`src/rtl/wpsp_pkg.sv`:
```
// Shared types and constants for the world point to screen projection pipeline.
package wpsp_pkg;

  localparam int WC_W   = 24;   // world coordinate, Q12.12
  localparam int ENT_W  = 16;   // view matrix entry, Q2.14
  localparam int ROW_W  = 48;
  localparam int PRD_W  = 40;   // world * entry
  localparam int SUM_W  = 42;   // view sum, 26 fraction bits
  localparam int V_W    = 27;   // view coordinate, Q.12, and its magnitude
  localparam int SC_W   = 24;   // projection scale
  localparam int SCH_W  = 12;   // scale half for partial products
  localparam int PP_W   = V_W + SCH_W;
  localparam int M_W    = V_W + SC_W;
  localparam int NUM_W  = M_W + 8;          // numerator magnitude
  localparam int QW     = 45;               // quotient bits kept
  localparam int QB_W   = 6;
  localparam int HI_W   = NUM_W - QW;       // numerator bits above the quotient
  localparam int NDC_W  = QW + 1;
  localparam int VP_W   = 16;
  localparam int AL_W   = 23;               // low split of the offset ndc
  localparam int AH_W   = NDC_W - AL_W;
  localparam int PL_W   = AL_W + VP_W;
  localparam int PH_W   = AH_W + VP_W + 1;
  localparam int PF_W   = NDC_W + VP_W + 1;
  localparam int SH_W   = PF_W - 13;
  localparam int SCR_W  = 32;
  localparam int CFG_W  = 48;
  localparam int CIDX_W = 3;

  localparam logic [QW-1:0]            NDC_LIM  = QW'(1) << 44;
  localparam logic signed [NDC_W-1:0]  NDC_ONE  = NDC_W'(1) << 20;
  localparam logic signed [SCR_W-1:0]  SENTINEL = -32'sd2560000;
  localparam logic signed [SH_W-1:0]   SAT_MAX  = SH_W'(64'sd2147483647);
  localparam logic signed [SH_W-1:0]   SAT_MIN  = SH_W'(-64'sd2147483648);
  localparam logic [31:0]              VP_RESET = 32'd52429400;

  typedef enum logic [CIDX_W-1:0] {
    REG_VIEW_ROW_X = 3'd0,
    REG_VIEW_ROW_Y = 3'd1,
    REG_VIEW_ROW_Z = 3'd2,
    REG_TRANS_X    = 3'd3,
    REG_TRANS_Y    = 3'd4,
    REG_TRANS_Z    = 3'd5,
    REG_PROJ_SCALE = 3'd6,
    REG_VIEWPORT   = 3'd7
  } reg_idx_t;

  typedef struct packed {
    logic [ROW_W-1:0]        row_x;
    logic [ROW_W-1:0]        row_y;
    logic [ROW_W-1:0]        row_z;
    logic signed [WC_W-1:0]  trans_x;
    logic signed [WC_W-1:0]  trans_y;
    logic signed [WC_W-1:0]  trans_z;
    logic [SC_W-1:0]         scale_x;
    logic [SC_W-1:0]         scale_y;
    logic [VP_W-1:0]         vp_w;
    logic [VP_W-1:0]         vp_h;
  } cfg_t;

  typedef struct packed {
    logic [V_W-1:0] mag_x;
    logic [V_W-1:0] mag_y;
    logic           neg_x;
    logic           neg_y;
    logic [V_W-1:0] d;
    logic           behind;
  } view_t;

  typedef struct packed {
    logic [NUM_W-1:0] num_x;
    logic [NUM_W-1:0] num_y;
    logic             neg_x;
    logic             neg_y;
    logic [V_W-1:0]   d;
    logic             behind;
  } num_t;

  typedef struct packed {
    logic [V_W-1:0] rem_x;
    logic [V_W-1:0] rem_y;
    logic [QW-1:0]  lo_x;
    logic [QW-1:0]  lo_y;
    logic [QW-1:0]  q_x;
    logic [QW-1:0]  q_y;
    logic           ovf_x;
    logic           ovf_y;
    logic           neg_x;
    logic           neg_y;
    logic [V_W-1:0] d;
    logic           behind;
  } div_st_t;

  typedef struct packed {
    logic signed [SCR_W-1:0] sx;
    logic signed [SCR_W-1:0] sy;
    logic                    behind;
  } scr_t;

endpackage

```
`src/rtl/wpsp_scale.sv`:
```
// Projection scale: split partial products, then the numerator magnitude for the divide.
module wpsp_scale (
  input  logic             clk,
  input  logic             rst_n,
  input  logic             en,
  input  logic             in_vld,
  input  wpsp_pkg::view_t  view,
  input  wpsp_pkg::cfg_t   cfg,
  output logic             vld,
  output wpsp_pkg::num_t   num
);
  import wpsp_pkg::*;

  logic [PP_W-1:0] pxl_r, pxh_r, pyl_r, pyh_r;
  view_t           side_r;
  num_t            num_r, num_nxt;
  logic            v1_r, v2_r;
  logic [M_W-1:0]  mx, my;

  always_ff @(posedge clk) begin
    if (!rst_n) begin
      v1_r <= 1'b0;
      v2_r <= 1'b0;
    end else if (en) begin
      v1_r <= in_vld;
      v2_r <= v1_r;
    end
  end

  always_ff @(posedge clk) begin
    if (en) begin
      pxl_r  <= PP_W'(view.mag_x) * PP_W'(cfg.scale_x[SCH_W-1:0]);
      pxh_r  <= PP_W'(view.mag_x) * PP_W'(cfg.scale_x[SC_W-1:SCH_W]);
      pyl_r  <= PP_W'(view.mag_y) * PP_W'(cfg.scale_y[SCH_W-1:0]);
      pyh_r  <= PP_W'(view.mag_y) * PP_W'(cfg.scale_y[SC_W-1:SCH_W]);
      side_r <= view;
      num_r  <= num_nxt;
    end
  end

  always_comb begin
    mx = M_W'(pxl_r) + (M_W'(pxh_r) << SCH_W);
    my = M_W'(pyl_r) + (M_W'(pyh_r) << SCH_W);
    num_nxt.num_x  = {mx, 8'd0};
    num_nxt.num_y  = {my, 8'd0};
    num_nxt.neg_x  = side_r.neg_x;
    num_nxt.neg_y  = side_r.neg_y;
    num_nxt.d      = side_r.d;
    num_nxt.behind = side_r.behind;
  end

  assign vld = v2_r;
  assign num = num_r;

endmodule

```
`config.mk`:
```
export PLATFORM = sky130hd
export DESIGN_NAME = wpsp_scale
export DESIGN_NICKNAME = d
export VERILOG_FILES = /design/src/rtl/wpsp_pkg.sv /design/src/rtl/wpsp_scale.sv
export SDC_FILE = /design/constraint.sdc
export NUM_CORES = 2
export LEC_CHECK = 0
export ABC_AREA = 0
export BUFFER_PORTS_ARGS = -buffer_cell sky130_fd_sc_hd__buf_2
export CAP_MARGIN = 20
export CORE_ASPECT_RATIO = 0.75
export CORE_MARGIN = 2
export CORE_UTILIZATION = 40
export DETAILED_ROUTE_END_ITERATION = 10
export GPL_TIMING_DRIVEN = 0
export HOLD_SLACK_MARGIN = 0.05
export PLACE_DENSITY = 0.66
export SLEW_MARGIN = 20
export SYNTH_ARGS = -nofsm -noshare
export SYNTH_HDL_FRONTEND = slang
export SYNTH_SLANG_ARGS = --single-unit
export TNS_END_PERCENT = 1
```
`constraint.sdc`:
```
create_clock -name clk -period 6.7 [get_ports clk]
set_clock_uncertainty 0.1 [all_clocks]
set_input_delay 0.67 -clock clk [delete_from_list [all_inputs] [get_ports clk]]
set_output_delay 0.67 -clock clk [all_outputs]
set_load 0.01 [all_outputs]
```
## Word-level counts from Yosys, hierarchy flattened

Cells that the tools add are included.

| word-level totals | value |
|---|---|
| output and inout port bits | 149 |
| flip-flop bits (word level) | 320 |
| word-level logic and storage cells | 22 |

| cells by class | value |
|---|---|
| multipliers | 4 |
| add/subtract/negate cells | 2 |

Operators with widths:

| kind | count |
|---|---|
| 27-bit by 12-bit multiplier with 39-bit output | 4 |
| 39-bit by 51-bit adder with 51-bit output | 2 |

## Longest topological paths before layout

| depth | value |
|---|---|
| depth after elaboration | 1 |
| mapped depth | 24 |
| mapped depth without buffers | 22 |

## Worst setup path before layout

Ideal clock, no wire load.

| timing path | value |
|---|---|
| path type | input to register |
| start | in cfg[59] (netlist name) |
| end | reg pxl_r[37], data pin |
| library setup time | 271 ps |
| path slack | 58 ps |
| stages on the path | 23 |
| arrival | 6271 ps |
| cell sequence | clkbuf_1 > clkbuf_1 > nand2_1 > fa_1 > fa_1 > inv_1 > fa_1 > fa_1 > inv_1 > fa_1 > inv_1 > ha_1 > buf_6 > a211o_1 > a21oi_2 > o21ai_1 > a221o_1 > a221o_1 > o31ai_2 > nor2_1 > a211oi_2 > o311ai_1 > xor2_1 |

| on the way | value |
|---|---|
| longest elaborated chain between the ends | 1 |

Ends and longest elaborated chain:

| item | line | text |
|---|---|---|
| start, declared | wpsp_scale.sv:8 | `input wpsp_pkg::cfg_t cfg,` |
| 27-bit by 12-bit multiplier with 39-bit output | wpsp_scale.sv:32 | `pxl_r <= PP_W'(view.mag_x) * PP_W'(cfg.scale_x[SCH_W-1:0]);` |
| end signal, assigned | wpsp_scale.sv:32 |  |
| end, declared | wpsp_scale.sv:14 | `logic [PP_W-1:0] pxl_r, pxh_r, pyl_r, pyh_r;` |

No other way between the ends.
A chain may end at the register's enable or synchronous reset.

## Final worst setup path

| timing path | value |
|---|---|
| start | in view[58] (netlist name) |
| end | reg pxl_r[37], data pin |

| on the way | value |
|---|---|
| longest elaborated chain between the ends | 1 |

Ends and longest elaborated chain:

| item | line | text |
|---|---|---|
| start, declared | wpsp_scale.sv:7 | `input wpsp_pkg::view_t view,` |
| 27-bit by 12-bit multiplier with 39-bit output | wpsp_scale.sv:32 |  |

No other way between the ends.

==> flow_metrics.py <==
metrics = {
    "outcome": {
        "status": "finished, violations left",
        "violations": "design-rule violations",
    },
    "global_route": {
        "grt_pass1_wl_mm": 242.8,
        "grt_start_max_net_pins": 98,
        "antenna_found_initial": 18,
        "grt_overflow": 0,
        "grtUsageTotal": 0.2381,
        "grt_pass1_vias": 39780,
    },
    "synth": {
        "synth_top_family_by_area": "adder cells",
        "synth_most_common_cell": "inv_1",
        "synth-adder-area-share": 0.4680,
        "netlist_top_cells_area": "fa_1, edfxtp_1, ha_1",
        "synth_seq_cells": 320,
        "synth_cell_types": 68,
        "syn_inst": 5551,
        "synth_top_area_frac": 0.3818,
        "synth-edff-count": 318,
        "avgSynthCellArea_um2": 9.465,
        "synth-simple-area-share": 0.1443,
        "synth.area.mux_share": 0.0003810,
        "yosys_most_used_dff": "edfxtp_1",
        "yosys_warnings": 0,
        "netlist_top_cells_count": "inv_1, nand2_1, fa_1",
        "synth_seq_area_share": 0.1825,
        "syn-cell-area_mm2": 0.05254,
        "yosys.area.top_type": "fa_1",
        "synth_compound_area_frac": 0.06458,
        "yosys.area_share.xor_xnor": 0.03351,
        "async_flop_share": 0,
    },
    "sta": {
        "tns_ps": 0,
        "setup_violations": 0,
        "whs_ps": 123.7,
        "layout_min_cycle_time_ps": 6693,
        "fin_crit_sh": 0.9990,
        "hold_viol_final": 0,
        "tightestPinTransition_ps": 1067,
        "drv_slew": 0,
        "fin_ws_ps": 6.658,
        "fmax_mhz": 149.4,
        "slew_headroom": 0.2799,
        "rsz0062_at_grt": "yes",
    },
    "setup_path": {
        "crit_path_start": "view[58]",
        "worstReg2RegEnd": "num[86]",
        "cp.required_ps": 6910,
        "setup.worst_path.class": "input pin to flip-flop",
        "r2r_setup_slack_ps": 2230,
        "cp_max_fo": 10,
        "r2r-start": "pyl_r[12]",
        "endpoint_kind": "flip-flop",
        "cp.arrival_ps": 6910,
        "start_kind": "input pin",
        "rr_worst_depth": 13,
    },
    "final_layout": {
        "final_util": 0.4447,
        "area_growth_syn_to_layout_pct": 10.70,
        "drive_above_1_share": 0.09117,
        "fin_nets": 7597,
        "fillers": 12632,
    },
    "cts": {
        "clockRootBuffer": "clkbuf_16",
        "clock_path_buffers": 3,
        "clk-insertion-delay-late_ps": 630,
        "clkTransAtPathRegs_ps": 60,
        "cts_tree": "done",
        "h-tree-depth": 2,
        "clkSinkCount": 320,
        "cts_buffers": 40,
    },
    "route": {
        "firstDrtPassIters": 8,
        "vias": 39328,
        "drt_iter0_markers": 3717,
        "drc_errors": 2,
        "viasPerCell": 5.146,
        "wl_mm": 156.8,
        "drt.antenna.violating_nets": 0,
        "wl_per_cell_um": 20.52,
    },
    "die": {
        "core_area_mm2": 0.1308,
        "start_util": 0.4017,
        "die_h_um": 317.9,
        "num_rows": 115,
        "dieArea_mm2": 0.1343,
        "io_pins": 533,
        "die_x_um": 422.5,
    },
    "place": {
        "hpwl_mm": 130.1,
        "post-place-ws_ps": -2139,
        "routabilityCongestion": 0.9892,
        "io_buffers": 232,
    },
    "worst_hold_path": {
        "holdPathEnd": "num_nxt[29]",
        "hp-start": "view[29]",
        "hold_path_class": "input pin to flip-flop",
        "hold_path_depth": 1,
    },
    "run": {
        "cap_viol_max_count": 0,
    },
}
-- per-stage QoR --
step | instances | area [um^2]
final | 7642 | 58160
after global routing | 7638 | 58150
after global placement | 7553 | 55950
after CTS | 7632 | 57830
after floorplan | 5566 | 52600
after detailed placement | 7556 | 56050
-- worst max path at each step --
| stage | slack, ps | end | cells past startpoint |
|---|---|---|---|
| final | 7 | pxl_r[37] | 22 |
| after CTS | -50 | pxl_r[37] | 23 |
| after detailed placement | -2140 | pyl_r[33] | 22 |
| after global placement | -2080 | pyl_r[33] | 22 |
| after floorplan | 60 | pxl_r[37] | 23 |
| after global routing | -90 | pxl_r[37] | 23 |
-- placed cells by master (no fill, tap or decap), drive strengths merged, types with 6 or more instances in the layout --
master / count
a211oi: 20
nand2b: 24
and3: 20
clkinv: 14
o31ai: 13
conb: 16
or3: 6
nand2: 1022
o211ai: 10
a21o: 99
xor2: 64
buf: 282
a211o: 6
ha: 362
nand4: 19
nand3: 44
diode: 8
a21oi: 173
o21ai: 77
bufinv: 7
a31oi: 18
clkbuf: 272
and2: 380
inv: 1207
o21bai: 16
fa: 1002
xnor2: 137
nor2: 88
a21boi: 8
edfxtp: 318
nor2b: 32
o21a: 29
nor3: 15
-- routing by layer --
metal  track usage  part of all wire  routed length [um]  vias to the layer above
li1              -                 -                   -                    17452
met1        0.3585              0.45               70590                    19947
met2        0.3370              0.41               64320                     1724
met3       0.06695              0.11               17950                      189
met4       0.05476             0.024                3784                       16
met5             0           0.00084                 131                        -
-- registers in the layout, indices dropped and copies added (netlist names) --
signal   count
pxl_r       39
num_nxt     30
vld          1
v1_r         1
pyh_r       39
pxh_r       39
pyl_r       39
num        132
-- area by class of cell --
class / count / area, um^2 / area share
antenna: 8 / 20.02 / 0.0003442
buffer: 272 / 1440 / 0.02476
clock buffer: 43 / 1012 / 0.01740
clock inverter: 29 / 401.6 / 0.006905
inverter: 1201 / 4508 / 0.07751
multi-input combinational: 3772 / 37670 / 0.6477
sequential: 320 / 9589 / 0.1649
tap: 1755 / 2196 / 0.03775
timing repair buffer: 242 / 1326 / 0.02280
-- timing repair --
action,CTS,global route
gates resized for setup,160,205
hold endpoints to repair,3,0
setup buffers,1,3
endpoints found under the setup margin,60,42
hold buffers,3,0
pin swaps,1,5
-- worst max-delay path, stage by stage --
cell and delay (ps):
buf_2 160, clkbuf_1 570, and2_1 250, fa_1 460, fa_1 410, fa_1 430, fa_1 520, inv_1 50
fa_1 480, inv_1 50, ha_1 280, buf_6 150, a211o_1 290, a21oi_2 170, o21ai_1 130, a221o_1 340
a221o_1 460, o31ai_4 320, nor2_1 110, a211oi_2 250, o311ai_1 180, xor2_1 190
-- cell families (layout without fill, tap and decap cells) --
family                   Yosys count  after routing
AND/OR/NAND/NOR                 1665           1665
buffers and inverters           1474           1787
adder cells (fa/ha/maj)         1364           1364
AO/OA/AOI/OAI                    524            524
flip-flops                       320            320
XOR/XNOR                         201            201
multiplexers                       2              2
other                              1             24
Power is left out: the tool's default activity adds up to more than one toggle a clock period on the data nets, which glitch-free logic cannot reach.
