File: src/rtl/wpsp_pkg.sv
// Shared types and constants for the world point to screen projection pipeline.
package wpsp_pkg;

  localparam int WC_W   = 24;   // world coordinate, Q12.12
  localparam int ENT_W  = 16;   // view matrix entry, Q2.14
  localparam int ROW_W  = 48;
  localparam int PRD_W  = 40;   // world * entry
  localparam int SUM_W  = 42;   // view sum, 26 fraction bits
  localparam int V_W    = 27;   // view coordinate, Q.12, and its magnitude
  localparam int SC_W   = 24;   // projection scale
  localparam int SCH_W  = 12;   // scale half for partial products
  localparam int PP_W   = V_W + SCH_W;
  localparam int M_W    = V_W + SC_W;
  localparam int NUM_W  = M_W + 8;          // numerator magnitude
  localparam int QW     = 45;               // quotient bits kept
  localparam int QB_W   = 6;
  localparam int HI_W   = NUM_W - QW;       // numerator bits above the quotient
  localparam int NDC_W  = QW + 1;
  localparam int VP_W   = 16;
  localparam int AL_W   = 23;               // low split of the offset ndc
  localparam int AH_W   = NDC_W - AL_W;
  localparam int PL_W   = AL_W + VP_W;
  localparam int PH_W   = AH_W + VP_W + 1;
  localparam int PF_W   = NDC_W + VP_W + 1;
  localparam int SH_W   = PF_W - 13;
  localparam int SCR_W  = 32;
  localparam int CFG_W  = 48;
  localparam int CIDX_W = 3;

  localparam logic [QW-1:0]            NDC_LIM  = QW'(1) << 44;
  localparam logic signed [NDC_W-1:0]  NDC_ONE  = NDC_W'(1) << 20;
  localparam logic signed [SCR_W-1:0]  SENTINEL = -32'sd2560000;
  localparam logic signed [SH_W-1:0]   SAT_MAX  = SH_W'(64'sd2147483647);
  localparam logic signed [SH_W-1:0]   SAT_MIN  = SH_W'(-64'sd2147483648);
  localparam logic [31:0]              VP_RESET = 32'd52429400;

  typedef enum logic [CIDX_W-1:0] {
    REG_VIEW_ROW_X = 3'd0,
    REG_VIEW_ROW_Y = 3'd1,
    REG_VIEW_ROW_Z = 3'd2,
    REG_TRANS_X    = 3'd3,
    REG_TRANS_Y    = 3'd4,
    REG_TRANS_Z    = 3'd5,
    REG_PROJ_SCALE = 3'd6,
    REG_VIEWPORT   = 3'd7
  } reg_idx_t;

  typedef struct packed {
    logic [ROW_W-1:0]        row_x;
    logic [ROW_W-1:0]        row_y;
    logic [ROW_W-1:0]        row_z;
    logic signed [WC_W-1:0]  trans_x;
    logic signed [WC_W-1:0]  trans_y;
    logic signed [WC_W-1:0]  trans_z;
    logic [SC_W-1:0]         scale_x;
    logic [SC_W-1:0]         scale_y;
    logic [VP_W-1:0]         vp_w;
    logic [VP_W-1:0]         vp_h;
  } cfg_t;

  typedef struct packed {
    logic [V_W-1:0] mag_x;
    logic [V_W-1:0] mag_y;
    logic           neg_x;
    logic           neg_y;
    logic [V_W-1:0] d;
    logic           behind;
  } view_t;

  typedef struct packed {
    logic [NUM_W-1:0] num_x;
    logic [NUM_W-1:0] num_y;
    logic             neg_x;
    logic             neg_y;
    logic [V_W-1:0]   d;
    logic             behind;
  } num_t;

  typedef struct packed {
    logic [V_W-1:0] rem_x;
    logic [V_W-1:0] rem_y;
    logic [QW-1:0]  lo_x;
    logic [QW-1:0]  lo_y;
    logic [QW-1:0]  q_x;
    logic [QW-1:0]  q_y;
    logic           ovf_x;
    logic           ovf_y;
    logic           neg_x;
    logic           neg_y;
    logic [V_W-1:0] d;
    logic           behind;
  } div_st_t;

  typedef struct packed {
    logic signed [SCR_W-1:0] sx;
    logic signed [SCR_W-1:0] sy;
    logic                    behind;
  } scr_t;

endpackage

File: src/rtl/wpsp_vp.sv
// Viewport map: clamp and offset ndc, split viewport multiply, floor, saturate, sentinel.
module wpsp_vp (
  input  logic              clk,
  input  logic              rst_n,
  input  logic              en,
  input  logic              in_vld,
  input  wpsp_pkg::div_st_t q,
  input  wpsp_pkg::cfg_t    cfg,
  output logic              vld,
  output wpsp_pkg::scr_t    scr
);
  import wpsp_pkg::*;

  logic signed [NDC_W-1:0] ax_r, ay_r;
  logic                    b1_r, b2_r;
  logic [PL_W-1:0]         plx_r, ply_r;
  logic signed [PH_W-1:0]  phx_r, phy_r;
  scr_t                    scr_r, scr_nxt;
  logic                    v1_r, v2_r, v3_r;
  logic [QW-1:0]           qlx, qly;
  logic signed [NDC_W-1:0] nx, ny;
  logic signed [PF_W-1:0]  fx, fy;
  logic signed [SH_W-1:0]  shx, shy;

  function automatic logic signed [SCR_W-1:0] sat(input logic signed [SH_W-1:0] v);
    if (v > SAT_MAX) return SCR_W'(SAT_MAX);
    if (v < SAT_MIN) return SCR_W'(SAT_MIN);
    return SCR_W'(v);
  endfunction

  always_comb begin
    qlx = (q.ovf_x || q.q_x > NDC_LIM) ? NDC_LIM : q.q_x;
    qly = (q.ovf_y || q.q_y > NDC_LIM) ? NDC_LIM : q.q_y;
    nx  = q.neg_x ? -$signed({1'b0, qlx}) : $signed({1'b0, qlx});
    ny  = q.neg_y ? -$signed({1'b0, qly}) : $signed({1'b0, qly});
  end

  always_ff @(posedge clk) begin
    if (!rst_n) begin
      v1_r <= 1'b0;
      v2_r <= 1'b0;
      v3_r <= 1'b0;
    end else if (en) begin
      v1_r <= in_vld;
      v2_r <= v1_r;
      v3_r <= v2_r;
    end
  end

  always_ff @(posedge clk) begin
    if (en) begin
      ax_r  <= nx + NDC_ONE;
      ay_r  <= NDC_ONE - ny;
      b1_r  <= q.behind;
      plx_r <= PL_W'(ax_r[AL_W-1:0]) * PL_W'(cfg.vp_w);
      ply_r <= PL_W'(ay_r[AL_W-1:0]) * PL_W'(cfg.vp_h);
      phx_r <= $signed(ax_r[NDC_W-1:AL_W]) * $signed({1'b0, cfg.vp_w});
      phy_r <= $signed(ay_r[NDC_W-1:AL_W]) * $signed({1'b0, cfg.vp_h});
      b2_r  <= b1_r;
      scr_r <= scr_nxt;
    end
  end

  always_comb begin
    fx  = (PF_W'(phx_r) <<< AL_W) + $signed(PF_W'(plx_r));
    fy  = (PF_W'(phy_r) <<< AL_W) + $signed(PF_W'(ply_r));
    shx = fx[PF_W-1:13];
    shy = fy[PF_W-1:13];
    scr_nxt.behind = b2_r;
    scr_nxt.sx     = b2_r ? SENTINEL : sat(shx);
    scr_nxt.sy     = b2_r ? SENTINEL : sat(shy);
  end

  assign vld = v3_r;
  assign scr = scr_r;

endmodule
File: config.mk
export PLATFORM = sky130hd
export DESIGN_NAME = wpsp_vp
export DESIGN_NICKNAME = d
export VERILOG_FILES = /design/src/rtl/wpsp_pkg.sv /design/src/rtl/wpsp_vp.sv
export SDC_FILE = /design/constraint.sdc
export NUM_CORES = 2
export LEC_CHECK = 0
export ABC_AREA = 1
export BUFFER_PORTS_ARGS = -buffer_cell sky130_fd_sc_hd__buf_2
export CORE_MARGIN = 5
export CORE_UTILIZATION = 47
export CTS_CLUSTER_DIAMETER = 100
export DETAILED_ROUTE_END_ITERATION = 10
export PLACE_DENSITY = 0.69
export SETUP_SLACK_MARGIN = 0.1
export SLEW_MARGIN = 15
export SYNTH_ARGS = -nofsm -noshare
export SYNTH_HDL_FRONTEND = slang
export SYNTH_SLANG_ARGS = --single-unit
File: constraint.sdc
create_clock -name clk -period 5.5 [get_ports clk]
set_input_delay 0 -clock clk [delete_from_list [all_inputs] [get_ports clk]]
set_output_delay 0 -clock clk [all_outputs]
set_load 0.05 [all_outputs]
* Yosys cells after proc, flatten, opt, wreduce, memory -nomap -nowiden
Index checks and enable logic that the tools add are counted.
** Storage, ports and cells
- Bits in registers :: 320
- Input bits :: 566
** Operators by class
- Multipliers :: 4
- Magnitude comparators :: 6
- Reduce and logical (&&, ||, !) cells :: 2
- $add $sub $neg :: 6
- Mux-type cells :: 18
** Operators by type and width (number)
- 32-bit 2-to-1 mux :: 8
- 63-bit by 40-bit adder with 63-bit output :: 2
- 50-bit by 32-bit > comparator with 1-bit output (second input constant) :: 2
- 50-bit by 32-bit < comparator with 1-bit output (second input constant) :: 2
- 46-bit 2-to-1 mux :: 2
- 45-bit negator with 46-bit output :: 2
- 45-bit > comparator (second input constant) :: 2
- 45-bit 2-to-1 mux :: 2
- 23-bit by 17-bit multiplier with 40-bit output :: 2
- 23-bit by 16-bit multiplier with 39-bit output :: 2
- 46-bit by 22-bit adder with 46-bit output (second input constant) :: 1
- 22-bit by 46-bit subtractor with 46-bit output (first input constant) :: 1
- 1-bit 2-to-1 mux :: 6
- 1-bit logical OR :: 2

* Depth between registers and ports, before layout
- Word-level depth :: 6
- Mapped depth :: 34
- Mapped depth without buffers :: 32

* Worst setup path after synthesis
OpenSTA, ideal clock, no wires.
- Path type :: reg-to-reg
- Start :: register ax_r[36]
- End :: register phx_r[36], data pin
- Slack :: -0.552 ns
- Buffers on the path :: 2
- Required time :: 5.241 ns
- Cell stages (with the launch flop) :: 31
- Data arrival time :: 5.793 ns
- Period minus slack after synthesis :: 6.052 ns
- Path through :: edfxtp_1 clkbuf_1 clkbuf_1 nand2_1 fa_1 inv_1 fa_1 inv_1 fa_1 inv_1 fa_1 fa_1 inv_1 fa_1 inv_1 ha_1 a21oi_1 o21ai_0 a21oi_1 o21ai_0 a21oi_1 inv_1 nand2_1 nand2_1 nand2_1 nand2_1 nand2_1 nand2_1 nand3_1 nand2_1 xor2_1
** Between the ends
- Word-level cells in the longest chain between the ends :: 1
** RTL lines
- start, declared :: line wpsp_vp.sv:14 : logic signed [NDC_W-1:0] ax_r, ay_r;
- start signal, assigned :: line wpsp_vp.sv:52 : ax_r <= nx + NDC_ONE;
- 23-bit by 17-bit multiplier with 40-bit output :: line wpsp_vp.sv:57 : phx_r <= $signed(ax_r[NDC_W-1:AL_W]) * $signed({1'b0, cfg.vp_w});
- end signal, assigned :: line wpsp_vp.sv:57
- end, declared :: line wpsp_vp.sv:17 : logic signed [PH_W-1:0] phx_r, phy_r;
Every way passes these cells.
A chain may end at the register's enable or synchronous reset.

* Worst setup path after layout
- Start :: register ay_r[39]
- End :: register phy_r[37], data pin
** Between the ends
- Word-level cells in the longest chain between the ends :: 1
** RTL lines
- start, declared :: line wpsp_vp.sv:14
- start signal, assigned :: line wpsp_vp.sv:53 : ay_r <= NDC_ONE - ny;
- 23-bit by 17-bit multiplier with 40-bit output :: line wpsp_vp.sv:58 : phy_r <= $signed(ay_r[NDC_W-1:AL_W]) * $signed({1'b0, cfg.vp_h});
- end signal, assigned :: line wpsp_vp.sv:58
- end, declared :: line wpsp_vp.sv:17
Every way passes these cells.

==> impl_metrics.ini <==
[status]
status = finished with violations
violations = setup timing

[floorplanning]
dieArea_um2 = 156500
start_util_pct = 47.27
ios = 632
design.core.area_um2 = 147800
die_h_um = 395.6
row_count = 141
die_x_um = 395.6

[synthesis]
seq_area_frac_synth_pct = 12.59
async_flop_share_pct = 0
synth_seq_cells = 294
syn_nets = 11247
syn_area_um2 = 69890
yosys_warnings = 0
synth_enable_flop_cells = 291
synth_cell_types = 62
synth_cells = 8921
synthFlopType = edfxtp_1
syn_area_per_cell_um2 = 7.834

[flow_run]
max_cap_violations = 0

[worst_setup_path]
critical_path.reg2reg.startpoint = ay_r[39]
path_class = register to register
path_max_fanout = 7
cp.arrival_ns = 6.29
cp_data_required_time_ns = 5.86
worstReg2RegEnd = phy_r[37]
ff2ff_path_depth = 20
cp-end-kind = register
crit_path_start_kind = register
rrSetupSlack_ns = -0.43

[detailed_routing]
drtPass1Iterations = 6
wire_per_inst_um = 17.43
drt_iter0_drc = 5019
via_per_inst = 5.100
drc_errors = 0
via_count = 60161
ant_nets = 0
drt-total-wl_mm = 205.6

[placed_design]
placedInstanceArea_um2 = 79850
hpwl_mm = 168.9
io_buffers = 196
pre_cts_slack_ns = -0.5337
routabilityCongestion = 0.9691

[finish]
fin_nets = 12159
drive_above_1_share_pct = 21.07
areaGrowthSynthToFinish_pct = 24.47
diodes = 0
fin_util_pct = 58.84
fin_area_um2 = 86980

[clocking]
cts.path.max_buffers = 3
htreeDepth = 2
cts.sinks = 294
clk_pin_slew_ns = 0.06
clockRootBuffer = clkbuf_16
clock_latency_ns = 0.64
cts_tree = yes
cts_made_buffers = 43

[grt]
grt_max_degree = 87
grt_pass1_wl_mm = 327.7
grt_pass1_vias = 62149
grtUsageTotal_pct = 25.81
antenna_found_initial = 4
grt-ovfl-total = 0

[sta]
final_hold_viol_count = 0
setup_viol = 78
clock_skew_ns = 0.02610
worst_pin_slew_ns = 1.064
finalSetupTns_ns = -17.60
grt_setup_unrepaired = yes
finalMaxSlewViolations = 0
relSlewSlack_pct = 28.05
timing.fmax_mhz = 168.7
finalCritPeriodShare_pct = 107.8
setup_slack_ns = -0.4269
period_minus_slack_ns = 5.927

[min_path]
min_path_cells = 4
min_to = ay_r[17]
min-delay-start = q[49]
hp-class = input port to register
==> through the flow <==
stage,std cells,hold slack [ns]
after floorplan,8921,0.09887
after global placement,11483,0.1948
after detailed placement,11483,0.1976
after CTS,11721,0.0001754
after global routing,11796,0.05972
final,11796,0.04434
==> worst max-delay path: stages (launching register included) <==
cell and delay, ns:
edfxtp_1 0.50, buf_4 0.18, buf_6 0.12, nand2_1 0.06, inv_1 0.05, fa_1 0.52, fa_1 0.45, fa_1 0.54
fa_1 0.57, fa_1 0.45, fa_1 0.53, ha_4 0.31, nand2_4 0.06, nor2_4 0.11, nand4_1 0.21, nor4_2 0.29
nand2_1 0.10, o211ai_1 0.10, buf_4 0.19, a31oi_1 0.12, xor2_1 0.18
==> cell usage in the layout, fill, tap and decap left out, drive strengths merged, types with 4 or more instances in the layout <==
cell type and count:
inv 2446, nand2 2442, fa 1310, buf 1210
ha 450, nor2 418, edfxtp 291, a21oi 229
nand3 201, xor2 170, o21ai 151, xnor2 107
nand4 55, clkbuf 50, dlygate4sd3 43, nor3 40
a31oi 36, o41ai 35, nand3b 29, o31ai 26
clkinv 15, o21bai 14, nor4 14, a21o 12
or2 11, o211ai 9, o21a 8, a21boi 8
o221ai 5, bufinv 4
==> flip-flops by register name (all words and copies together) (netlist names), 26 cells and up <==
name / cells
phy_r: 40
plx_r: 26
ay_r: 46
ax_r: 46
scr: 65
phx_r: 40
ply_r: 26
==> timing repair <==
item / in CTS / in global routing
buffers inserted: 123 / 92
setup endpoints to repair: 84 / 101
gates resized for setup: 476 / 450
endpoints found under the hold margin: 124 / 0
cloned: 2 / 2
hold buffers: 43 / 0
pin swaps: 274 / 325
==> synth_stat cells (6+ instances only) <==
cell type,n,area [µm²]
o21a_1,8,60.06
nor2_1,401,1505
o31ai_1,26,195.2
buf_1,70,262.8
o211ai_1,9,67.56
or2_2,7,43.79
buf_6,6,67.56
nor2_2,13,81.33
nor4_1,14,87.58
buf_4,6,45.04
a21o_1,12,90.09
xnor2_1,107,937.2
nand4_1,55,344.1
nor3_1,38,190.2
nand3_1,198,991.0
inv_1,2433,9133
o21bai_1,14,105.1
edfxtp_1,291,8738
a21oi_1,227,1136
a21boi_0,8,60.06
nand2_1,2421,9087
fa_1,1310,26230
ha_1,450,5630
xor2_1,170,1489
nand3b_1,29,217.7
clkbuf_1,291,1092
o41ai_1,32,280.3
a31oi_1,36,225.2
buf_2,12,60.06
nand2_2,20,125.1
o21ai_0,143,715.7
==> layer usage <==
metal  global-route usage [%]  wire (µm)
met1                    37.08      88990
met2                    41.84      94820
met3                    3.631      16330
met4                    5.791       5434
met5                        0         47
==> worst max-delay path by stage <==
| stage | startpoint | endpoint | slack (ns) | cells after the start |
|---|---|---|---|---|
| CTS | ax_r[45] | phx_r[39] | -0.36 | 21 |
| detailed placement | ay_r[45] | phy_r[37] | -0.53 | 20 |
| global placement | ay_r[45] | phy_r[34] | -0.51 | 21 |
| global route | ax_r[36] | phx_r[32] | -0.65 | 26 |
| floorplan | ax_r[36] | phx_r[36] | -0.10 | 30 |
| finish | ay_r[39] | phy_r[37] | -0.43 | 20 |
==> logic make-up after synthesis <==
family                     count (synthesis)  share of synthesized area, %
and+or+nand+nor                         3216                         18.40
buffers and inverters                   2826                         15.32
adders and majority gates               1760                         45.58
AOI/OAI and AO/OA                        548                         4.630
DFF                                      294                         12.59
xor gates and xnor gates                 277                         3.471
==> cell type report <==
class	instances	area (µm²)
clock buffers	49	1099
clock inverters	29	354.1
fillers	12729	60860
inverters	2439	9163
multi-input cells	5801	54380
flip-flops and latches	294	8798
well taps	1930	2415
repair buffers	1254	10770
Power is left out: the tool's default activity adds up to more than one toggle a clock period on the data nets, which glitch-free logic cannot reach.
